==> config.mk <==
export PLATFORM = sky130hd
export DESIGN_NAME = dtf_fifo
export DESIGN_NICKNAME = d
export VERILOG_FILES = /design/src/rtl/dtf_fifo.sv
export SDC_FILE = /design/constraint.sdc
export NUM_CORES = 1
export LEC_CHECK = 0
export BUFFER_PORTS_ARGS = -buffer_cell sky130_fd_sc_hd__clkbuf_2
export CAP_MARGIN = 20
export CELL_PAD_IN_SITES_DETAIL_PLACEMENT = 1
export CELL_PAD_IN_SITES_GLOBAL_PLACEMENT = 1
export CORE_MARGIN = 1.5
export CORE_UTILIZATION = 53
export CTS_BUF_LIST = sky130_fd_sc_hd__clkbuf_8
export CTS_CLUSTER_SIZE = 16
export DETAILED_ROUTE_END_ITERATION = 6
export GPL_TIMING_DRIVEN = 0
export PLACE_DENSITY = 0.86
export SLEW_MARGIN = 15
export SYNTH_ARGS = -nofsm -noshare
export SYNTH_HDL_FRONTEND = slang
export SYNTH_SLANG_ARGS = --single-unit
==> constraint.sdc <==
create_clock -name clk -period 4.8 [get_ports clk]
set_input_delay 0.24 -clock clk [delete_from_list [all_inputs] [get_ports clk]]
set_output_delay 0.24 -clock clk [all_outputs]
set_load 0.05 [all_outputs]
==> src/rtl/dtf_fifo.sv <==
// Small synchronous queue with occupancy count.
`timescale 1ns / 1ps
`default_nettype none

module dtf_fifo #(
    parameter int WIDTH = 8,
    parameter int DEPTH = 4
) (
    input  wire logic                       clk,
    input  wire logic                       rst_n,
    input  wire logic                       wr_en,
    input  wire logic [WIDTH-1:0]           wr_data,
    output logic                            full,
    input  wire logic                       rd_en,
    output logic [WIDTH-1:0]                rd_data,
    output logic                            empty,
    output logic [$clog2(DEPTH+1)-1:0]      count
);

    localparam int PTR_BITS = $clog2(DEPTH);
    localparam int CNT_BITS = $clog2(DEPTH + 1);

    logic [WIDTH-1:0]    slot_reg [DEPTH];
    logic [PTR_BITS-1:0] wr_ptr_reg;
    logic [PTR_BITS-1:0] rd_ptr_reg;
    logic [CNT_BITS-1:0] count_reg;
    logic                do_wr;
    logic                do_rd;

    assign full    = (count_reg == CNT_BITS'(DEPTH));
    assign empty   = (count_reg == '0);
    assign count   = count_reg;
    assign rd_data = slot_reg[rd_ptr_reg];
    assign do_wr   = wr_en && !full;
    assign do_rd   = rd_en && !empty;

    always_ff @(posedge clk)
    begin
        if (do_wr)
        begin
            slot_reg[wr_ptr_reg] <= wr_data;
        end
    end

    always_ff @(posedge clk or negedge rst_n)
    begin
        if (!rst_n)
        begin
            wr_ptr_reg <= '0;
            rd_ptr_reg <= '0;
            count_reg  <= '0;
        end
        else
        begin
            if (do_wr)
            begin
                wr_ptr_reg <= wr_ptr_reg + PTR_BITS'(1);
            end
            if (do_rd)
            begin
                rd_ptr_reg <= rd_ptr_reg + PTR_BITS'(1);
            end
            if (do_wr && !do_rd)
            begin
                count_reg <= count_reg + CNT_BITS'(1);
            end
            else if (do_rd && !do_wr)
            begin
                count_reg <= count_reg - CNT_BITS'(1);
            end
        end
    end

endmodule

`default_nettype wire

==> flow_summary_export.csv, run 1 <==
group,metric,value,unit
run_status,status,"complete, but fails checks",
run_status,violations,"DRC",
critical_path,arrival,2530,ps
clocking,cts-htree-levels,2,
yosys,yosysSeqAreaShare,71.50,%
grt,grt_pass1_wl,4761,µm
finish,drive_gt1_share,45.45,%
yosys,synthArstFlopShare,17.95,%
grt,gr-total-overflow,0,
critical_path,startpoint_type,"register",
clocking,clk_pin_slew,80,ps
clocking,cts_buffers,5,
placed_design,io_buffers,24,
route,viasPerCell,5.475,
route,ant_nets,0,
critical_path,critPathMaxStageDelay,490,ps
timing,slew_headroom,63.88,%
finish,largest_reg_flops,32,
die,dieArea,3336,µm²
clocking,tritoncts,"yes",
yosys,postSynthCellCount,77,
yosys,synth_most_common_cell,"edfxtp_1",
yosys,synth.top_cell.area_share,60.47,%
timing,final_hold_viol_count,0,
timing,post-route-min-period,2319,ps
grt,grt_max_degree,14,
route,firstDrtPassIters,5,
die,core_area,2805,µm²
timing,worstMarginPinSlew,541.8,ps
yosys,synth_area_leaders,"edfxtp_1, mux4_2, dfrtp_1",
grt,antenna_found_initial,0,
yosys,yosys.area.top_type,"edfxtp_1",
timing,fin_skew,7.228,ps
placed_design,dpl.hpwl,2092,µm
yosys,synth_area,1589,µm²
critical_path,end_kind,"register",
timing,grt_setup_unrepaired,"false",
yosys,synthDistinctLibCells,20,
placed_design,place_congestion,0.6922,
route,wl,2965,µm
hold_path,hold_class,"in2reg",
critical_path,critPathKind,"reg2reg",
flow_run,cap_viol_max_count,0,
yosys,synthesis.nets,95,
finish,final_cell_area,1871,µm²
yosys,synthFlopType,"edfxtp_1",
clocking,cts.repair.resized,0,
finish,syn_to_final_growth,17.72,%
clocking,root_buffer,"clkbuf_8",
finish,insertedDiodeCount,0,
yosys,ys_ff_latch,39,
yosys,synth-xor-area-share,3.307,%
grt,grt_usage,20.63,%
critical_path,required,5010,ps
die,io_pins,25,
yosys,syn-mean-instance-area,20.64,µm²
critical_path,cp_cell_sequence,"nor3_1, nand2b_1, ha_1, inv_1, fa_1, xor2_1, nor2_1, xor2_1",
route,drtIter0Drc,27,
clocking,cts.sinks,39,
timing,fmax,0.4312,GHz
die,die_w,57.76,µm
yosys,synth-edff-count,32,
finish,fillers,242,
clocking,clock_path_buffers,2,
yosys,synth_top_family_by_area,"multiplexers",
timing,timing.final.crit_share,48.32,%
die,rows,19,
finish,stdcell_count,141,
timing,final-max-slew-violation-count,0,
placed_design,placed_cell_area,1748,µm²
die,initial_core_util,56.65,%
route,vias,772,
yosys,synth_compound_area_share,0,%
yosys,synth_warnings,0,
grt,grt_pass1_vias,863,
yosys,synthTopCellsByCount,"edfxtp_1, mux4_2, dfrtp_1",
placed_design,place_inst,132,
yosys,synthMuxAreaShare,12.99,%
yosys,synthSimpleGateAreaFrac,5.039,%
clocking,clk_latency,290,ps
timing,setup_violations,0,
die,fp.dieH,57.76,µm
timing,tns,0,ps
critical_path,rrSetupSlack,2480,ps
route,drc,4,
critical_path,cp_max_fo,5,
critical_path,slowest_stage,"dfrtp_1",
critical_path,crit_top_cell,"xor2_1",
route,wl_per_cell,21.03,µm
yosys,synthAdderAreaFrac,5.197,%
finish,nNetsFinal,127,
-- cells in the final DEF (no fill, tap or decap), types with 2 or more instances in the layout --
cell,instances
edfxtp_1,32
clkbuf_2,24
mux4_2,8
dfrtp_1,7
ha_1,5
clkbuf_8,5
and2_2,4
xnor2_1,4
inv_1,3
xor2_1,2
-- what timing repair did --
action,4_1_cts,5_1_grt
endpoints found under the hold margin,7,0
hold buffers,1,0
setup buffers,0,0
-- per-stage QoR --
stage	hold slack, ps	setup slack, ps	util, %
after floorplan	-55.59	1621	-
after global placement	87.91	2753	62.31
after detailed placement	90.05	2554	62.31
after CTS	169.2	2444	66.68
after global routing	165.1	2319	66.68
final	172.5	2481	66.68
-- worst max-delay path, delay by kind of cell (launching register included) --
| family | cells | cell delay [ps] |
|---|---|---|
| XOR/XNOR | 2 | 340 |
| adder cells (fa/ha/maj) | 2 | 630 |
| buffers and inverters | 1 | 80 |
| flip-flops | 1 | 490 |
| AND/OR/NAND/NOR | 3 | 710 |
-- path summary, 6_finish.rpt --
check / from / end / cells after the start
worst max register to register: count[0] / count[2] / 8
max in group asynchronous: rst_n / count[1] / 2
worst min-delay path: wr_data[3] / slot_reg[0][3] / 1
worst max-delay path: count[0] / count[2] / 8
min in group asynchronous: rst_n / rd_ptr_reg[0] / 2
worst min register to register: count[2] / count[2] / 1
-- per-layer routing --
layer	vias up	wire (µm)	global-route usage [%]	part of all wire [%]
met1	406	1201	24.92	41
met3	2	90	6.250	3.0
met4	0	19	6.977	0.64
met2	12	1653	35.39	56
li1	352	-	-	-
met5	-	0	0	0
-- final cells by class --
type,count,area (µm²),share of cell area (%)
clock inverters,3,43.79,2.341
multi-input cells,32,421.7,22.54
inverters,3,11.26,0.6020
clock buffers,5,68.82,3.679
plain buffers,3,20.02,1.070
well taps,31,38.79,2.074
flip-flops and latches,39,1136,60.74
repair buffers,25,130.1,6.957
-- logic make-up (layout without fill, tap and decap cells) --
family | after synthesis | count (layout)
flip-flops | 39 | 39
adder cells (fa/ha/maj) | 6 | 6
AND/OR/NAND/NOR | 10 | 10
multiplexers | 10 | 10
buffers and inverters | 6 | 39
XOR/XNOR | 6 | 6
Power of run 1 is left out: the tool's default activity adds up to more than one toggle a clock period on the data nets, which glitch-free logic cannot reach.
==> run 2, diff against run 1 <==
ABC_AREA = 1   (was not set)
CORE_UTILIZATION = 42   (was 53)
PLACE_DENSITY = 0.78   (was 0.86)
clock period = 2.1 ns   (was 4.8 ns; I/O delays follow)
==> flow_summary_export.csv, run 2 <==
group,metric,value,unit
clocking,tritoncts,"yes",
grt,grt_pass1_wl,5789,µm
timing,post-route-min-period,1968,ps
die,dieArea,4523,µm²
die,core_area,3971,µm²
finish,final_common_cell,"nand2_1",
placed_design,place_congestion,0.6917,
yosys,synth.top_cell.area_share,55.41,%
timing,tns,0,ps
yosys,synth-xor-area-share,0.5051,%
die,rows,23,
critical_path,critPathKind,"reg2reg",
timing,setup_violations,0,
route,viasPerCell,5.000,
timing,final-max-slew-violation-count,0,
yosys,synthSimpleGateAreaFrac,12.12,%
yosys,synth_area_leaders,"edfxtp_1, dfrtp_1, nand2_1",
finish,insertedDiodeCount,0,
die,fp.dieH,67.26,µm
critical_path,rrSetupSlack,130,ps
grt,grt_usage,19.30,%
critical_path,cp_max_fo,7,
finish,regArea,1137,µm²
yosys,syn-mean-instance-area,11.26,µm²
timing,final_hold_viol_count,0,
timing,fmax,0.5081,GHz
timing,slew_headroom,42.07,%
clocking,clk_pin_slew,80,ps
critical_path,end_kind,"register",
grt,grt_max_degree,14,
yosys,synthFlopType,"edfxtp_1",
yosys,synth_area,1734,µm²
yosys,yosys.area.top_type,"edfxtp_1",
timing,fin_skew,3.440,ps
route,firstDrtPassIters,4,
placed_design,dpl.hpwl,2720,µm
yosys,ys_ff_latch,39,
finish,largest_reg_flops,32,
placed_design,place_inst,228,
yosys,synth-edff-count,32,
hold_path,hold_path_depth,1,
critical_path,arrival,2140,ps
grt,grt_pass1_vias,1187,
yosys,synthDistinctLibCells,16,
clocking,clk_latency,300,ps
hold_path,hold_path_end,"slot_reg[0][6]",
route,wl_per_cell,15.88,µm
clocking,clock_path_buffers,2,
timing,grt_setup_unrepaired,"false",
route,drc,0,
finish,drive_gt1_share,20.86,%
placed_design,io_buffers,24,
clocking,cts_buffers,5,
critical_path,required,2270,ps
route,drtIter0Drc,46,
route,ant_nets,0,
yosys,synthTopCellsByCount,"nand2_1, edfxtp_1, inv_1",
yosys,yosysSeqAreaShare,65.51,%
finish,mostFrequentLayoutCells,"nand2_1, inv_1, edfxtp_1, clkbuf_2, o211ai_1",
route,wl,3764,µm
yosys,synth_warnings,0,
clocking,root_buffer,"clkbuf_8",
critical_path,r2r_end,"count[1]",
yosys,synthAdderAreaFrac,4.762,%
yosys,synthArstFlopShare,17.95,%
critical_path,startpoint_type,"register",
critical_path,worstReg2RegStart,"count[0]",
yosys,synth_top_family_by_area,"simple AND/OR/NAND/NOR gates",
clocking,cts-htree-levels,2,
yosys,synthesis.nets,172,
yosys,synth_most_common_cell,"nand2_1",
die,io_pins,25,
yosys,synth_compound_area_share,7.215,%
finish,stdcell_count,237,
finish,final_cell_area,2019,µm²
route,vias,1185,
finish,multi_input_area,429.2,µm²
die,initial_core_util,43.67,%
grt,gr-total-overflow,0,
critical_path,r2r_cells,9,
hold_path,hold_class,"in2reg",
hold_path,hp-start,"wr_data[6]",
timing,timing.final.crit_share,93.72,%
finish,syn_to_final_growth,16.45,%
finish,nNetsFinal,204,
placed_design,placed_cell_area,1917,µm²
finish,fillers,441,
die,die_w,67.26,µm
grt,antenna_found_initial,0,
flow_run,cap_viol_max_count,0,
run_status,status,"completed",
clocking,cts.sinks,39,
yosys,postSynthCellCount,154,
yosys,synthMuxAreaShare,0,%
timing,worstMarginPinSlew,865.8,ps
[run 2: layer usage]
metal | up-vias | part of all wire, % | global-route usage [%]
li1 | 566 | - | -
met5 | - | 0 | 0
met3 | 8 | 4.0 | 6.833
met4 | 0 | 1.9 | 9.184
met2 | 24 | 54 | 32.92
met1 | 587 | 40 | 21.50
[run 2: what timing repair did]
item	CTS	global route
endpoints found under the hold margin	7	0
buffers inserted	0	0
setup endpoints to repair	0	2
gates resized for setup	0	2
hold buffers	1	0
[run 2: logic make-up after synthesis]
family,after synthesis
buf+inv,38
flops,39
fa+ha+maj,6
compound gates,17
simple gates,53
xor+xnor,1
[run 2: per-stage QoR]
step                      hold slack, ps  utilization, %  setup WS (ps)
after CTS                          8.698           50.76          40.48
after detailed placement          -42.86           48.27          77.88
after floorplan                   -190.6               -          12.29
after global placement            -45.11           48.27          204.7
final                              22.62           50.85          131.9
after global routing               2.774           50.85          1.755
[run 2: worst max-delay path, cell delays in order (launching register included)]
cell     delay [ps]
dfrtp_2         440
inv_1           110
nand3_1         170
nand2_2         180
inv_1            70
ha_1            220
inv_1            90
fa_1            410
nand2_1          70
o21ai_0          80
[run 2: how the worst max path moves through the flow]
stage,from,cells past startpoint,to
finish,count[0],9,count[1]
global route,count[1],9,count[1]
CTS,count[0],9,count[1]
detailed placement,count[0],9,count[1]
global placement,count[0],9,count[1]
floorplan,count[1],11,count[2]
[run 2: final cells by class]
cell class / instances / share of cell area, %
multi-input cells: 77 / 21.25
repair buffers: 25 / 6.444
well taps: 50 / 3.098
inverters: 34 / 6.320
clock buffers: 5 / 3.408
plain buffers: 4 / 2.169
clock inverters: 3 / 0.9913
flip-flops and latches: 39 / 56.32
Power of run 2 is left out for the same reason.
