==> src/rtl/dtf_pkg.sv <==
// Shared constants, types and helper functions of the disparity temporal filter.
`timescale 1ns / 1ps
`default_nettype none

package dtf_pkg;

    // Default sizes handed to the top level parameters.
    localparam int DEF_MAX_WIDTH  = 1024;
    localparam int DEF_MAX_HEIGHT = 512;
    localparam int DEF_PIXEL_BITS = 16;

    // Queue depths, powers of two.
    localparam int DESC_QUEUE_DEPTH = 4;
    localparam int OUT_QUEUE_DEPTH  = 4;

    // Configuration port and register widths.
    localparam int CFG_INDEX_BITS = 3;
    localparam int CFG_DATA_BITS  = 16;
    localparam int WIDTH_BITS     = 11;
    localparam int HEIGHT_BITS    = 10;
    localparam int ALPHA_BITS     = 9;
    localparam int DELTA_BITS     = 16;
    localparam int MODE_BITS      = 4;
    localparam int HIST_BITS      = 8;

    // Register indexes.
    localparam logic [CFG_INDEX_BITS-1:0] REG_FRAME_WIDTH  = 3'd0;
    localparam logic [CFG_INDEX_BITS-1:0] REG_FRAME_HEIGHT = 3'd1;
    localparam logic [CFG_INDEX_BITS-1:0] REG_BLEND_ALPHA  = 3'd2;
    localparam logic [CFG_INDEX_BITS-1:0] REG_BLEND_DELTA  = 3'd3;
    localparam logic [CFG_INDEX_BITS-1:0] REG_PERSIST_MODE = 3'd4;

    // Register values after reset.
    localparam logic [WIDTH_BITS-1:0]  RST_FRAME_WIDTH  = 11'd640;
    localparam logic [HEIGHT_BITS-1:0] RST_FRAME_HEIGHT = 10'd480;
    localparam logic [ALPHA_BITS-1:0]  RST_BLEND_ALPHA  = 9'd102;
    localparam logic [DELTA_BITS-1:0]  RST_BLEND_DELTA  = 16'd320;
    localparam logic [MODE_BITS-1:0]   RST_PERSIST_MODE = 4'd3;

    // Alpha of one in Q1.8.
    localparam logic [ALPHA_BITS-1:0] ALPHA_ONE = 9'd256;

    // Persistence patterns.
    localparam logic [MODE_BITS-1:0] PERSIST_OFF       = 4'd0;
    localparam logic [MODE_BITS-1:0] PERSIST_ALL_8     = 4'd1;
    localparam logic [MODE_BITS-1:0] PERSIST_2_OF_3    = 4'd2;
    localparam logic [MODE_BITS-1:0] PERSIST_2_OF_4    = 4'd3;
    localparam logic [MODE_BITS-1:0] PERSIST_2_OF_8    = 4'd4;
    localparam logic [MODE_BITS-1:0] PERSIST_1_OF_2    = 4'd5;
    localparam logic [MODE_BITS-1:0] PERSIST_1_OF_5    = 4'd6;
    localparam logic [MODE_BITS-1:0] PERSIST_1_OF_8    = 4'd7;
    localparam logic [MODE_BITS-1:0] PERSIST_ALWAYS    = 4'd8;

    // Filter settings seen by the back end.
    typedef struct packed {
        logic [ALPHA_BITS-1:0] alpha;
        logic [DELTA_BITS-1:0] delta;
        logic [MODE_BITS-1:0]  mode;
    } dtf_params_t;

    // What the back end does with one pixel.
    typedef enum logic [1:0] {
        ACT_PASS,
        ACT_BLEND,
        ACT_HOLD
    } dtf_action_t;

    function automatic logic [3:0] count_ones(input logic [HIST_BITS-1:0] bits);
        logic [3:0] c;
        c = '0;
        for (int i = 0; i < HIST_BITS; i++) begin
            c = c + {3'd0, bits[i]};
        end
        return c;
    endfunction

    // Bit 7 of the history is the oldest sample, bit 0 the newest.
    function automatic logic hold_check(input logic [MODE_BITS-1:0] mode,
                                        input logic [HIST_BITS-1:0] h);
        logic [3:0] s8;
        logic [3:0] s5;
        logic [3:0] s4;
        logic [3:0] s3;
        logic [3:0] s2;
        logic       hold;
        s8 = count_ones(h);
        s5 = count_ones({3'd0, h[7:3]});
        s4 = count_ones({4'd0, h[7:4]});
        s3 = count_ones({5'd0, h[7:5]});
        s2 = count_ones({6'd0, h[7:6]});
        unique case (mode)
            PERSIST_ALL_8:  hold = (s8 >= 4'd8);
            PERSIST_2_OF_3: hold = (s3 >= 4'd2);
            PERSIST_2_OF_4: hold = (s4 >= 4'd2);
            PERSIST_2_OF_8: hold = (s8 >= 4'd2);
            PERSIST_1_OF_2: hold = (s2 >= 4'd1);
            PERSIST_1_OF_5: hold = (s5 >= 4'd1);
            PERSIST_1_OF_8: hold = (s8 >= 4'd1);
            PERSIST_ALWAYS: hold = 1'b1;
            default:        hold = 1'b0;
        endcase
        return hold;
    endfunction

endpackage

`default_nettype wire

==> src/rtl/dtf_front.sv <==
// Front end: configuration registers, frame position tracking and pixel tagging.
`timescale 1ns / 1ps
`default_nettype none

module dtf_front #(
    parameter int MAX_WIDTH  = dtf_pkg::DEF_MAX_WIDTH,
    parameter int MAX_HEIGHT = dtf_pkg::DEF_MAX_HEIGHT,
    parameter int PIXEL_BITS = dtf_pkg::DEF_PIXEL_BITS
) (
    input  wire logic                                clk,
    input  wire logic                                rst_n,
    input  wire logic                                cfg_we,
    input  wire logic [dtf_pkg::CFG_INDEX_BITS-1:0]  cfg_index,
    input  wire logic [dtf_pkg::CFG_DATA_BITS-1:0]   cfg_data,
    input  wire logic                                push,
    output logic                                     full,
    input  wire logic [PIXEL_BITS-1:0]               disparity_in,
    output logic                                     desc_push,
    output logic [$clog2(MAX_WIDTH*MAX_HEIGHT)+PIXEL_BITS+1:0] desc_data,
    input  wire logic                                desc_full,
    output dtf_pkg::dtf_params_t                     params
);

    localparam int STORE_DEPTH = MAX_WIDTH * MAX_HEIGHT;
    localparam int ADDR_BITS   = $clog2(STORE_DEPTH);
    localparam int TOT_BITS    = $clog2(STORE_DEPTH + 1);
    localparam int W_BITS      = $clog2(MAX_WIDTH + 1);
    localparam int H_BITS      = $clog2(MAX_HEIGHT + 1);

    logic [dtf_pkg::WIDTH_BITS-1:0]  width_reg;
    logic [dtf_pkg::HEIGHT_BITS-1:0] height_reg;
    logic [dtf_pkg::ALPHA_BITS-1:0]  alpha_reg;
    logic [dtf_pkg::DELTA_BITS-1:0]  delta_reg;
    logic [dtf_pkg::MODE_BITS-1:0]   mode_reg;
    logic                            settle_reg;
    logic [TOT_BITS-1:0]             total_reg;
    logic [TOT_BITS-1:0]             total_next;
    logic [ADDR_BITS-1:0]            pos_reg;
    logic [ADDR_BITS-1:0]            pos_next;
    logic                            first_reg;
    logic                            first_next;

    logic [W_BITS-1:0]               w_eff;
    logic [H_BITS-1:0]               h_eff;
    logic [ADDR_BITS-1:0]            idx_sel;
    logic [TOT_BITS-1:0]             idx_inc;
    logic                            last;
    logic                            size_change;
    logic [dtf_pkg::WIDTH_BITS-1:0]  cfg_width;
    logic [dtf_pkg::HEIGHT_BITS-1:0] cfg_height;

    assign cfg_width  = cfg_data[dtf_pkg::WIDTH_BITS-1:0];
    assign cfg_height = cfg_data[dtf_pkg::HEIGHT_BITS-1:0];

    // Out-of-range sizes are clamped to the supported frame.
    always_comb
    begin
        if (width_reg == '0)
        begin
            w_eff = W_BITS'(1);
        end
        else if (int'(width_reg) > MAX_WIDTH)
        begin
            w_eff = W_BITS'(MAX_WIDTH);
        end
        else
        begin
            w_eff = W_BITS'(width_reg);
        end

        if (height_reg == '0)
        begin
            h_eff = H_BITS'(1);
        end
        else if (int'(height_reg) > MAX_HEIGHT)
        begin
            h_eff = H_BITS'(MAX_HEIGHT);
        end
        else
        begin
            h_eff = H_BITS'(height_reg);
        end

        total_next = TOT_BITS'(w_eff) * TOT_BITS'(h_eff);
    end

    assign full      = desc_full || settle_reg;
    assign desc_push = push && !full;

    always_comb
    begin
        idx_sel = (TOT_BITS'(pos_reg) >= total_reg) ? '0 : pos_reg;
        idx_inc = TOT_BITS'(idx_sel) + TOT_BITS'(1);
        last    = (idx_inc >= total_reg);
    end

    assign desc_data = {idx_sel, disparity_in, first_reg, last};

    always_comb
    begin
        size_change = 1'b0;
        if (cfg_we)
        begin
            unique case (cfg_index)
                dtf_pkg::REG_FRAME_WIDTH:  size_change = (cfg_width != width_reg);
                dtf_pkg::REG_FRAME_HEIGHT: size_change = (cfg_height != height_reg);
                default:                   size_change = 1'b0;
            endcase
        end
    end

    always_comb
    begin
        pos_next   = pos_reg;
        first_next = first_reg;
        if (size_change)
        begin
            pos_next   = '0;
            first_next = 1'b1;
        end
        else if (desc_push)
        begin
            if (last)
            begin
                pos_next   = '0;
                first_next = 1'b0;
            end
            else
            begin
                pos_next = ADDR_BITS'(idx_inc);
            end
        end
    end

    always_ff @(posedge clk or negedge rst_n)
    begin
        if (!rst_n)
        begin
            width_reg  <= dtf_pkg::RST_FRAME_WIDTH;
            height_reg <= dtf_pkg::RST_FRAME_HEIGHT;
            alpha_reg  <= dtf_pkg::RST_BLEND_ALPHA;
            delta_reg  <= dtf_pkg::RST_BLEND_DELTA;
            mode_reg   <= dtf_pkg::RST_PERSIST_MODE;
            settle_reg <= 1'b1;
            pos_reg    <= '0;
            first_reg  <= 1'b1;
        end
        else
        begin
            settle_reg <= cfg_we;
            pos_reg    <= pos_next;
            first_reg  <= first_next;
            if (cfg_we)
            begin
                unique case (cfg_index)
                    dtf_pkg::REG_FRAME_WIDTH:  width_reg  <= cfg_width;
                    dtf_pkg::REG_FRAME_HEIGHT: height_reg <= cfg_height;
                    dtf_pkg::REG_BLEND_ALPHA:
                        alpha_reg <= cfg_data[dtf_pkg::ALPHA_BITS-1:0];
                    dtf_pkg::REG_BLEND_DELTA:
                        delta_reg <= cfg_data[dtf_pkg::DELTA_BITS-1:0];
                    dtf_pkg::REG_PERSIST_MODE:
                        mode_reg  <= cfg_data[dtf_pkg::MODE_BITS-1:0];
                    default: ;
                endcase
            end
        end
    end

    // Frame size product, registered from the size registers in the cycle after they change.
    always_ff @(posedge clk)
    begin
        total_reg <= total_next;
    end

    assign params.alpha = alpha_reg;
    assign params.delta = delta_reg;
    assign params.mode  = mode_reg;

    a_pos_in_frame: assert property (@(posedge clk) disable iff (!rst_n)
        !settle_reg |-> (TOT_BITS'(pos_reg) < total_reg))
        else $error("frame position outside the frame");

    a_frame_wrap: assert property (@(posedge clk) disable iff (!rst_n)
        (desc_push && last && !cfg_we) |=> (pos_reg == '0) && !first_reg)
        else $error("last pixel did not close the frame");

endmodule

`default_nettype wire

==> config.mk <==
export PLATFORM = sky130hd
export DESIGN_NAME = dtf_front
export DESIGN_NICKNAME = d
export VERILOG_FILES = /design/src/rtl/dtf_pkg.sv /design/src/rtl/dtf_front.sv
export SDC_FILE = /design/constraint.sdc
export NUM_CORES = 1
export LEC_CHECK = 0
export BUFFER_PORTS_ARGS = -buffer_cell sky130_fd_sc_hd__buf_4
export CORE_MARGIN = 2
export CORE_UTILIZATION = 60
export CTS_CLUSTER_DIAMETER = 30
export DETAILED_ROUTE_END_ITERATION = 16
export PLACE_DENSITY = 0.81
export SYNTH_ARGS = -nofsm -noshare
export SYNTH_HDL_FRONTEND = slang
export SYNTH_SLANG_ARGS = --single-unit
==> constraint.sdc <==
create_clock -name clk -period 7.7 [get_ports clk]
set_clock_uncertainty 0.2 [all_clocks]
set_input_delay 1.54 -clock clk [delete_from_list [all_inputs] [get_ports clk]]
set_output_delay 1.54 -clock clk [all_outputs]
set_load 0.005 [all_outputs]
==> results of run 1 <==
==> report_power, final <==
| group | internal [uW] | total (uW) | switching [uW] |
|---|---|---|---|
| clock | 227 | 434 | 207 |
| sequential | 605 | 688 | 83.7 |
| combinational | 595 | 1380 | 783 |
==> per-stage QoR <==
stage               worst slack [ps]  total power [uW]  util, %  cells
finish                           636              2500     68.4   1164
global placement                1290              2000     66.3   1148
CTS                              680              2510     68.4   1164
detailed placement              1090              2060     66.3   1148
global route                     195              2730     68.4   1164
floorplan                       1560              1670        -    927
==> worst max-delay path by stage <==
stage                           from  cells after the start            to
final                     pos_reg[9]                     21  desc_data[0]
after global routing      pos_reg[0]                     22  desc_data[0]
after CTS                 pos_reg[9]                     21  desc_data[0]
after detailed placement  pos_reg[9]                     21  desc_data[0]
after global placement    pos_reg[9]                     21  desc_data[0]
after floorplan           pos_reg[0]                     23  desc_data[0]
==> critical path, stage by stage (launching register included) <==
cell and delay [ps]:
dfrtp_1 470, ha_1 330, a21oi_1 220, o211ai_1 140, o2111ai_1 150, a21oi_1 80
or2_2 300, nor2_1 230, ha_1 370, nand2_1 150, nor2_1 290, nand4_1 160
or2_2 310, a21oi_1 150, ha_1 250, a211o_1 340, nor4_1 190, o211ai_1 130
o311a_1 150, nor2_1 290, inv_1 100, buf_4 150
==> kinds of logic (layout without fill, tap and decap cells) <==
kind of cell    after synthesis  after routing
simple gates                306            306
compound gates              123            123
xor+xnor                     43             43
mux                          48             48
fa+ha+maj                   162            162
buf+inv                     154            211
flops                        91             91
==> layout make-up <==
class / count / share of cell area, %
clock buffers: 9 / 2.36
inverters: 109 / 4.28
well taps: 180 / 2.36
flip-flops and latches: 91 / 23.0
repair buffers: 86 / 6.75
multi-input cells: 682 / 60.6
clock inverters: 7 / 0.680
==> routing by layer <==
metal	track usage [%]	routed length [um]	vias to the layer above
met5	0	0	-
met4	11.3	667	0
met3	5.36	1040	59
met2	48.6	10500	244
met1	34.4	8260	3321
li1	-	-	3168
==> cell usage in the layout, fill, tap and decap left out, drive strengths merged, types with 15 or more instances in the layout <==
master,Yosys,routed
nand2b,17,17
mux2,48,48
a21o,24,24
ha,93,93
dfrtp,55,55
or2,15,15
dfxtp,20,20
dfstp,16,16
inv,109,113
a211oi,19,19
xnor2,25,25
buf,24,86
nor2,66,66
xor2,18,18
nand2,100,100
nand3,15,15
and2,29,29
fa,69,69
o21ai,18,18
nor2b,17,17
a21oi,37,37
==> impl_metrics.json, run 1 <==
{
  "rsz0062_at_grt": "false",
  "fp.dieW_um": 124,
  "antenna_left": 0,
  "grt_usage_pct": 28.0,
  "timing.final.crit_share_pct": 91.7,
  "clockBufferDepth": 2,
  "core_region_area_sq_um": 14000,
  "place_area_sq_um": 9270,
  "place.port_buffers": 75,
  "synth_edf_count": 0,
  "clk_pin_slew_ps": 70,
  "muxShareOfSynthArea_pct": 6.25,
  "cts_buffers": 9,
  "clk_latency_ps": 360,
  "initial_core_util_pct": 61.8,
  "synth_top_family_by_area": "adder cells",
  "min_from": "first_reg",
  "p_leak_uw": 0.00491,
  "wl_um": 20500,
  "fin_setup_tns_ps": 0,
  "largest_reg_flops": 20,
  "htreeDepth": 3,
  "cts_resized": 0,
  "synthArstFlopShare_pct": 78.0,
  "postCtsHoldBufs": 0,
  "crit_required_ps": 5960,
  "antenna_found_initial": 0,
  "boundaryPins": 108,
  "die_h_um": 124,
  "syn_area_sq_um": 8650,
  "drcViolationCount": 0,
  "worst_slew_pin_slew_ps": 1010,
  "regArea_sq_um": 2200,
  "clock-sinks": 91,
  "hold_end": "first_reg",
  "drive_gt1_share_pct": 19.1,
  "yosys_register_bits": 91,
  "grt_max_degree": 72,
  "cap_violations": 0,
  "fmaxAchievable_mhz": 142,
  "synth_seq_area_share_pct": 25.4,
  "synth-compound-area-share_pct": 9.32,
  "worstSetupPathType": "reg2out",
  "reg2reg_to": "total_reg[16]",
  "cts_setup_buffers": 0,
  "endpoint_kind": "primary output",
  "path_max_fanout": 7,
  "run_status": "finished, final reports clean",
  "diodes": 0,
  "multiInputGateArea_sq_um": 5790,
  "synth_top_area_share_pct": 16.0,
  "overflow": 0,
  "cts.root.buffer_cell": "clkbuf_16",
  "cp.arrival_ps": 5320,
  "r2r_setup_slack_ps": 1470,
  "final_area_sq_um": 9560,
  "fin_crit_ps": 7060,
  "timing.hold.ws_ps": 293,
  "grt_first_pass_wirelength_um": 33200,
  "maxSlewHeadroom_pct": 32.0,
  "synth-simple-area-share_pct": 17.5,
  "synth_ff_type": "dfrtp_1",
  "ys_warn_count": 0,
  "reg2reg_from": "width_reg[10]",
  "power_density_nw_per_um2": 261,
  "synthCells": 927,
  "setup_viol": 0,
  "globalplace.congestion": 0.934,
  "hold_viol_final": 0,
  "synth_xor_area_share_pct": 4.35,
  "synthAdderAreaFrac_pct": 29.4,
  "synth_area_leader_cell": "fa_1",
  "vias_per_cell": 5.84,
  "peakVddDrop_uv": 276,
  "grt_pass1_vias": 6844,
  "cts_tree": "yes",
  "hpwl_um": 16000,
  "synth_fp_nets": 1129,
  "yosysMostFrequentCell": "inv_1",
  "area_growth_pct": 10.6,
  "drt-initial-drc-count": 447,
  "hold_class": "reg2reg",
  "ys_top_cells_by_count": "inv_1 (109), nand2_1 (100), ha_1 (93)",
  "layout.nets": 1181,
  "synthTopCellsByArea": "fa_1 (16%), dfrtp_1 (16%), ha_1 (13%), mux2_2 (6.2%), dfstp_2 (4.9%)",
  "startpoint_type": "flip-flop",
  "vias": 6792,
  "die_area_sq_um": 15400,
  "hold_depth": 2,
  "wl_per_cell_um": 17.6,
  "timing.final.max_slew_violations": 0,
  "synth_cell_types": 51,
  "rows": 43,
  "final.fill_count": 1112,
  "synth_area_per_cell_sq_um": 9.33,
  "r2r_cells": 20,
  "dr.pass1.iters": 5
}
No activity file was read; power rests on OpenSTA's default activity.
==> run 2: changes to the inputs <==
--- a/config.mk
+++ b/config.mk
@@ -5,6 +5,7 @@
 export SDC_FILE = /design/constraint.sdc
 export NUM_CORES = 1
 export LEC_CHECK = 0
+export ABC_AREA = 1
 export BUFFER_PORTS_ARGS = -buffer_cell sky130_fd_sc_hd__buf_4
 export CORE_MARGIN = 2
 export CORE_UTILIZATION = 60
==> run 2 against run 1 <==
  * Critical endpoint unchanged
  * Sequential power decreased by 4.7%
  * Maximum frequency up 9.1%
  * Routed wire length grew 8.7%
  * Hold slack got worse by 1.6 ps
==> impl_metrics.json, run 2 <==
{
  "grt_pass1_vias": 7797,
  "vias_per_cell": 5.49,
  "boundaryPins": 108,
  "yosysMostFrequentCell": "nand2_1",
  "synth_fp_nets": 1372,
  "worstSetupPathType": "reg2out",
  "largest_reg_flops": 20,
  "timing.final.crit_share_pct": 84.1,
  "maxSlewHeadroom_pct": 35.5,
  "synthTopCellsByArea": "fa_1 (15%), dfrtp_1 (15%), ha_1 (13%), nand2_1 (11%), inv_1 (8.9%)",
  "reg2reg_from": "width_reg[3]",
  "clock-sinks": 91,
  "final_cell_mix": "nand2_1 (268), inv_1 (216), nor2_1 (108), ha_1 (93), buf_4 (75)",
  "fin_util_pct": 68.0,
  "place.port_buffers": 75,
  "drt-initial-drc-count": 498,
  "wl_per_cell_um": 15.8,
  "die_area_sq_um": 16100,
  "synth_area_per_cell_sq_um": 7.76,
  "timing.final.max_slew_violations": 0,
  "startpoint_type": "flip-flop",
  "hold_viol_final": 0,
  "min_from": "mode_reg[1]",
  "final_area_sq_um": 9960,
  "rows": 44,
  "slowest_delay_ps": 450,
  "yosys_register_bits": 91,
  "fin_crit_ps": 6470,
  "p_leak_uw": 0.00556,
  "reg2reg_to": "total_reg[19]",
  "postCtsHoldBufs": 0,
  "crit_required_ps": 5960,
  "timing.hold.ws_ps": 291,
  "synth_edf_count": 0,
  "cts.root.buffer_cell": "clkbuf_16",
  "final.setup.worst_slack_ps": 1230,
  "drive_gt1_share_pct": 12.9,
  "initial_core_util_pct": 62.0,
  "wl_um": 22200,
  "grt_usage_pct": 28.8,
  "grt_first_pass_wirelength_um": 37300,
  "r2r_cells": 23,
  "ys_top_cells_by_count": "nand2_1 (268), inv_1 (216), nor2_1 (108)",
  "synth_seq_area_share_pct": 24.2,
  "final.fill_count": 1244,
  "endpoint_kind": "primary output",
  "antenna_found_initial": 0,
  "fin_setup_tns_ps": 0,
  "ys_warn_count": 0,
  "synth_ff_type": "dfrtp_1",
  "clk_latency_ps": 360,
  "diodes": 0,
  "run_status": "finished, final reports clean",
  "place_ws_ps": 1390,
  "synth_cell_types": 46,
  "place_area_sq_um": 9640,
  "setup_viol": 0,
  "vias": 7747,
  "cts_buffers": 9,
  "globalplace.congestion": 1.01,
  "cp.arrival_ps": 4730,
  "hold_class": "reg2reg",
  "cp_slowest_cell": "dfrtp_1",
  "cts_setup_buffers": 0,
  "crit_chain": "ha_1, a21oi_1, nand2_1, nand2_2, nand3_4, nor2_8, nand2_4, nor2_4, ha_1, inv_1, nor2_2, nand2_1, xor2_1, ha_1, nand2_1, nor2_1, nor3b_1, o21ai_0, nand2_1, nand4_1, buf_4",
  "fp.dieW_um": 127,
  "drcViolationCount": 0,
  "area_growth_pct": 9.73,
  "path_max_fanout": 25,
  "antenna_left": 0,
  "layout.nets": 1424,
  "synth_top_area_share_pct": 15.2,
  "power_density_nw_per_um2": 226,
  "clk_pin_slew_ps": 70,
  "hold_depth": 2,
  "cts_resized": 0,
  "hpwl_um": 17800,
  "worst_slew_pin_slew_ps": 967,
  "htreeDepth": 3,
  "rsz0062_at_grt": "false",
  "core_region_area_sq_um": 14600,
  "cap_violations": 0,
  "final_common_cell": "nand2_1",
  "peakVddDrop_uv": 160,
  "grt_max_degree": 72,
  "dr.pass1.iters": 6,
  "overflow": 0,
  "synth_area_leader_cell": "fa_1",
  "die_h_um": 127,
  "r2r_setup_slack_ps": 1310,
  "hold_end": "mode_reg[1]",
  "cts_tree": "yes",
  "critPathMostFrequentCell": "nand2_1",
  "syn_area_sq_um": 9080,
  "fmaxAchievable_mhz": 154,
  "synthCells": 1170,
  "synthArstFlopShare_pct": 78.0,
  "clockBufferDepth": 2
}
run 2: changes by cell type in the layout (fill, tap and decap cells not counted), moves of 16 or more:
cell,change
a211oi_1,-16
a21o_1,-22
and2_1,-21
inv_1,+107
mux2_2,-43
nand2_1,+168
nand2b_1,-17
nand3_1,+38
nor2_1,+42
nor2b_1,-17
o21ai_0,+39
xnor2_1,-17
run 2: layout make-up:
class	instances	area [sq um]	area share (%)
clock buffers	10	229	2.30
clock inverters	6	95.1	0.955
inverters	223	837	8.40
multi-input cells	822	5810	58.3
flip-flops and latches	91	2200	22.1
well taps	184	230	2.31
repair buffers	75	563	5.65
run 2: how the worst max path moves through the flow:
stage / from / endpoint / slack, ps
finish: pos_reg[15] / desc_data[0] / 1230
global route: width_reg[3] / total_reg[19] / 810
CTS: pos_reg[15] / desc_data[0] / 1250
detailed placement: width_reg[3] / total_reg[19] / 1390
global placement: width_reg[3] / total_reg[19] / 1480
floorplan: width_reg[3] / total_reg[19] / 2010
run 2: metrics by stage:
step | total power [uW] | std cells
2_1_floorplan | 1440 | 1170
3_3_place_gp | 1720 | 1395
3_5_place_dp | 1750 | 1395
4_1_cts | 2250 | 1411
5_1_grt | 2440 | 1411
6_report | 2260 | 1411
run 2: critical path: cells and delay by family, from the launching register on:
family,cells,cell delay (ps)
adder cells (fa/ha/maj),3,980
buffers and inverters,2,300
XOR/XNOR,1,280
flip-flops,1,450
AO/OA/AOI/OAI,2,260
AND/OR/NAND/NOR,13,2100
run 2: routing by layer:
layer / vias up / global-route usage [%] / wire, um
met3: 57 / 4.19 / 1220
met5: - / 0 / 0
li1: 3740 / - / -
met1: 3675 / 36.7 / 9210
met2: 275 / 50.3 / 11200
met4: 0 / 9.95 / 595
run 2: logic make-up (layout without fill, tap and decap cells):
family                     count (synthesis)  after routing  share of synthesized area, %
buffers and inverters                    257            314                          11.9
xor gates and xnor gates                  38             38                          3.67
DFF                                       91             91                          24.2
and+or+nand+nor                          511            511                          25.3
muxes                                      5              5                         0.620
adders and majority gates                162            162                          28.0
AOI/OAI and AO/OA                        106            106                          6.27
run 2: power by group:
group	internal (uW)	switching (uW)	total, uW	leakage [uW]
clock network	290	204	494	0.000158
registers	589	67.0	656	0.00105
logic	415	691	1110	0.00435
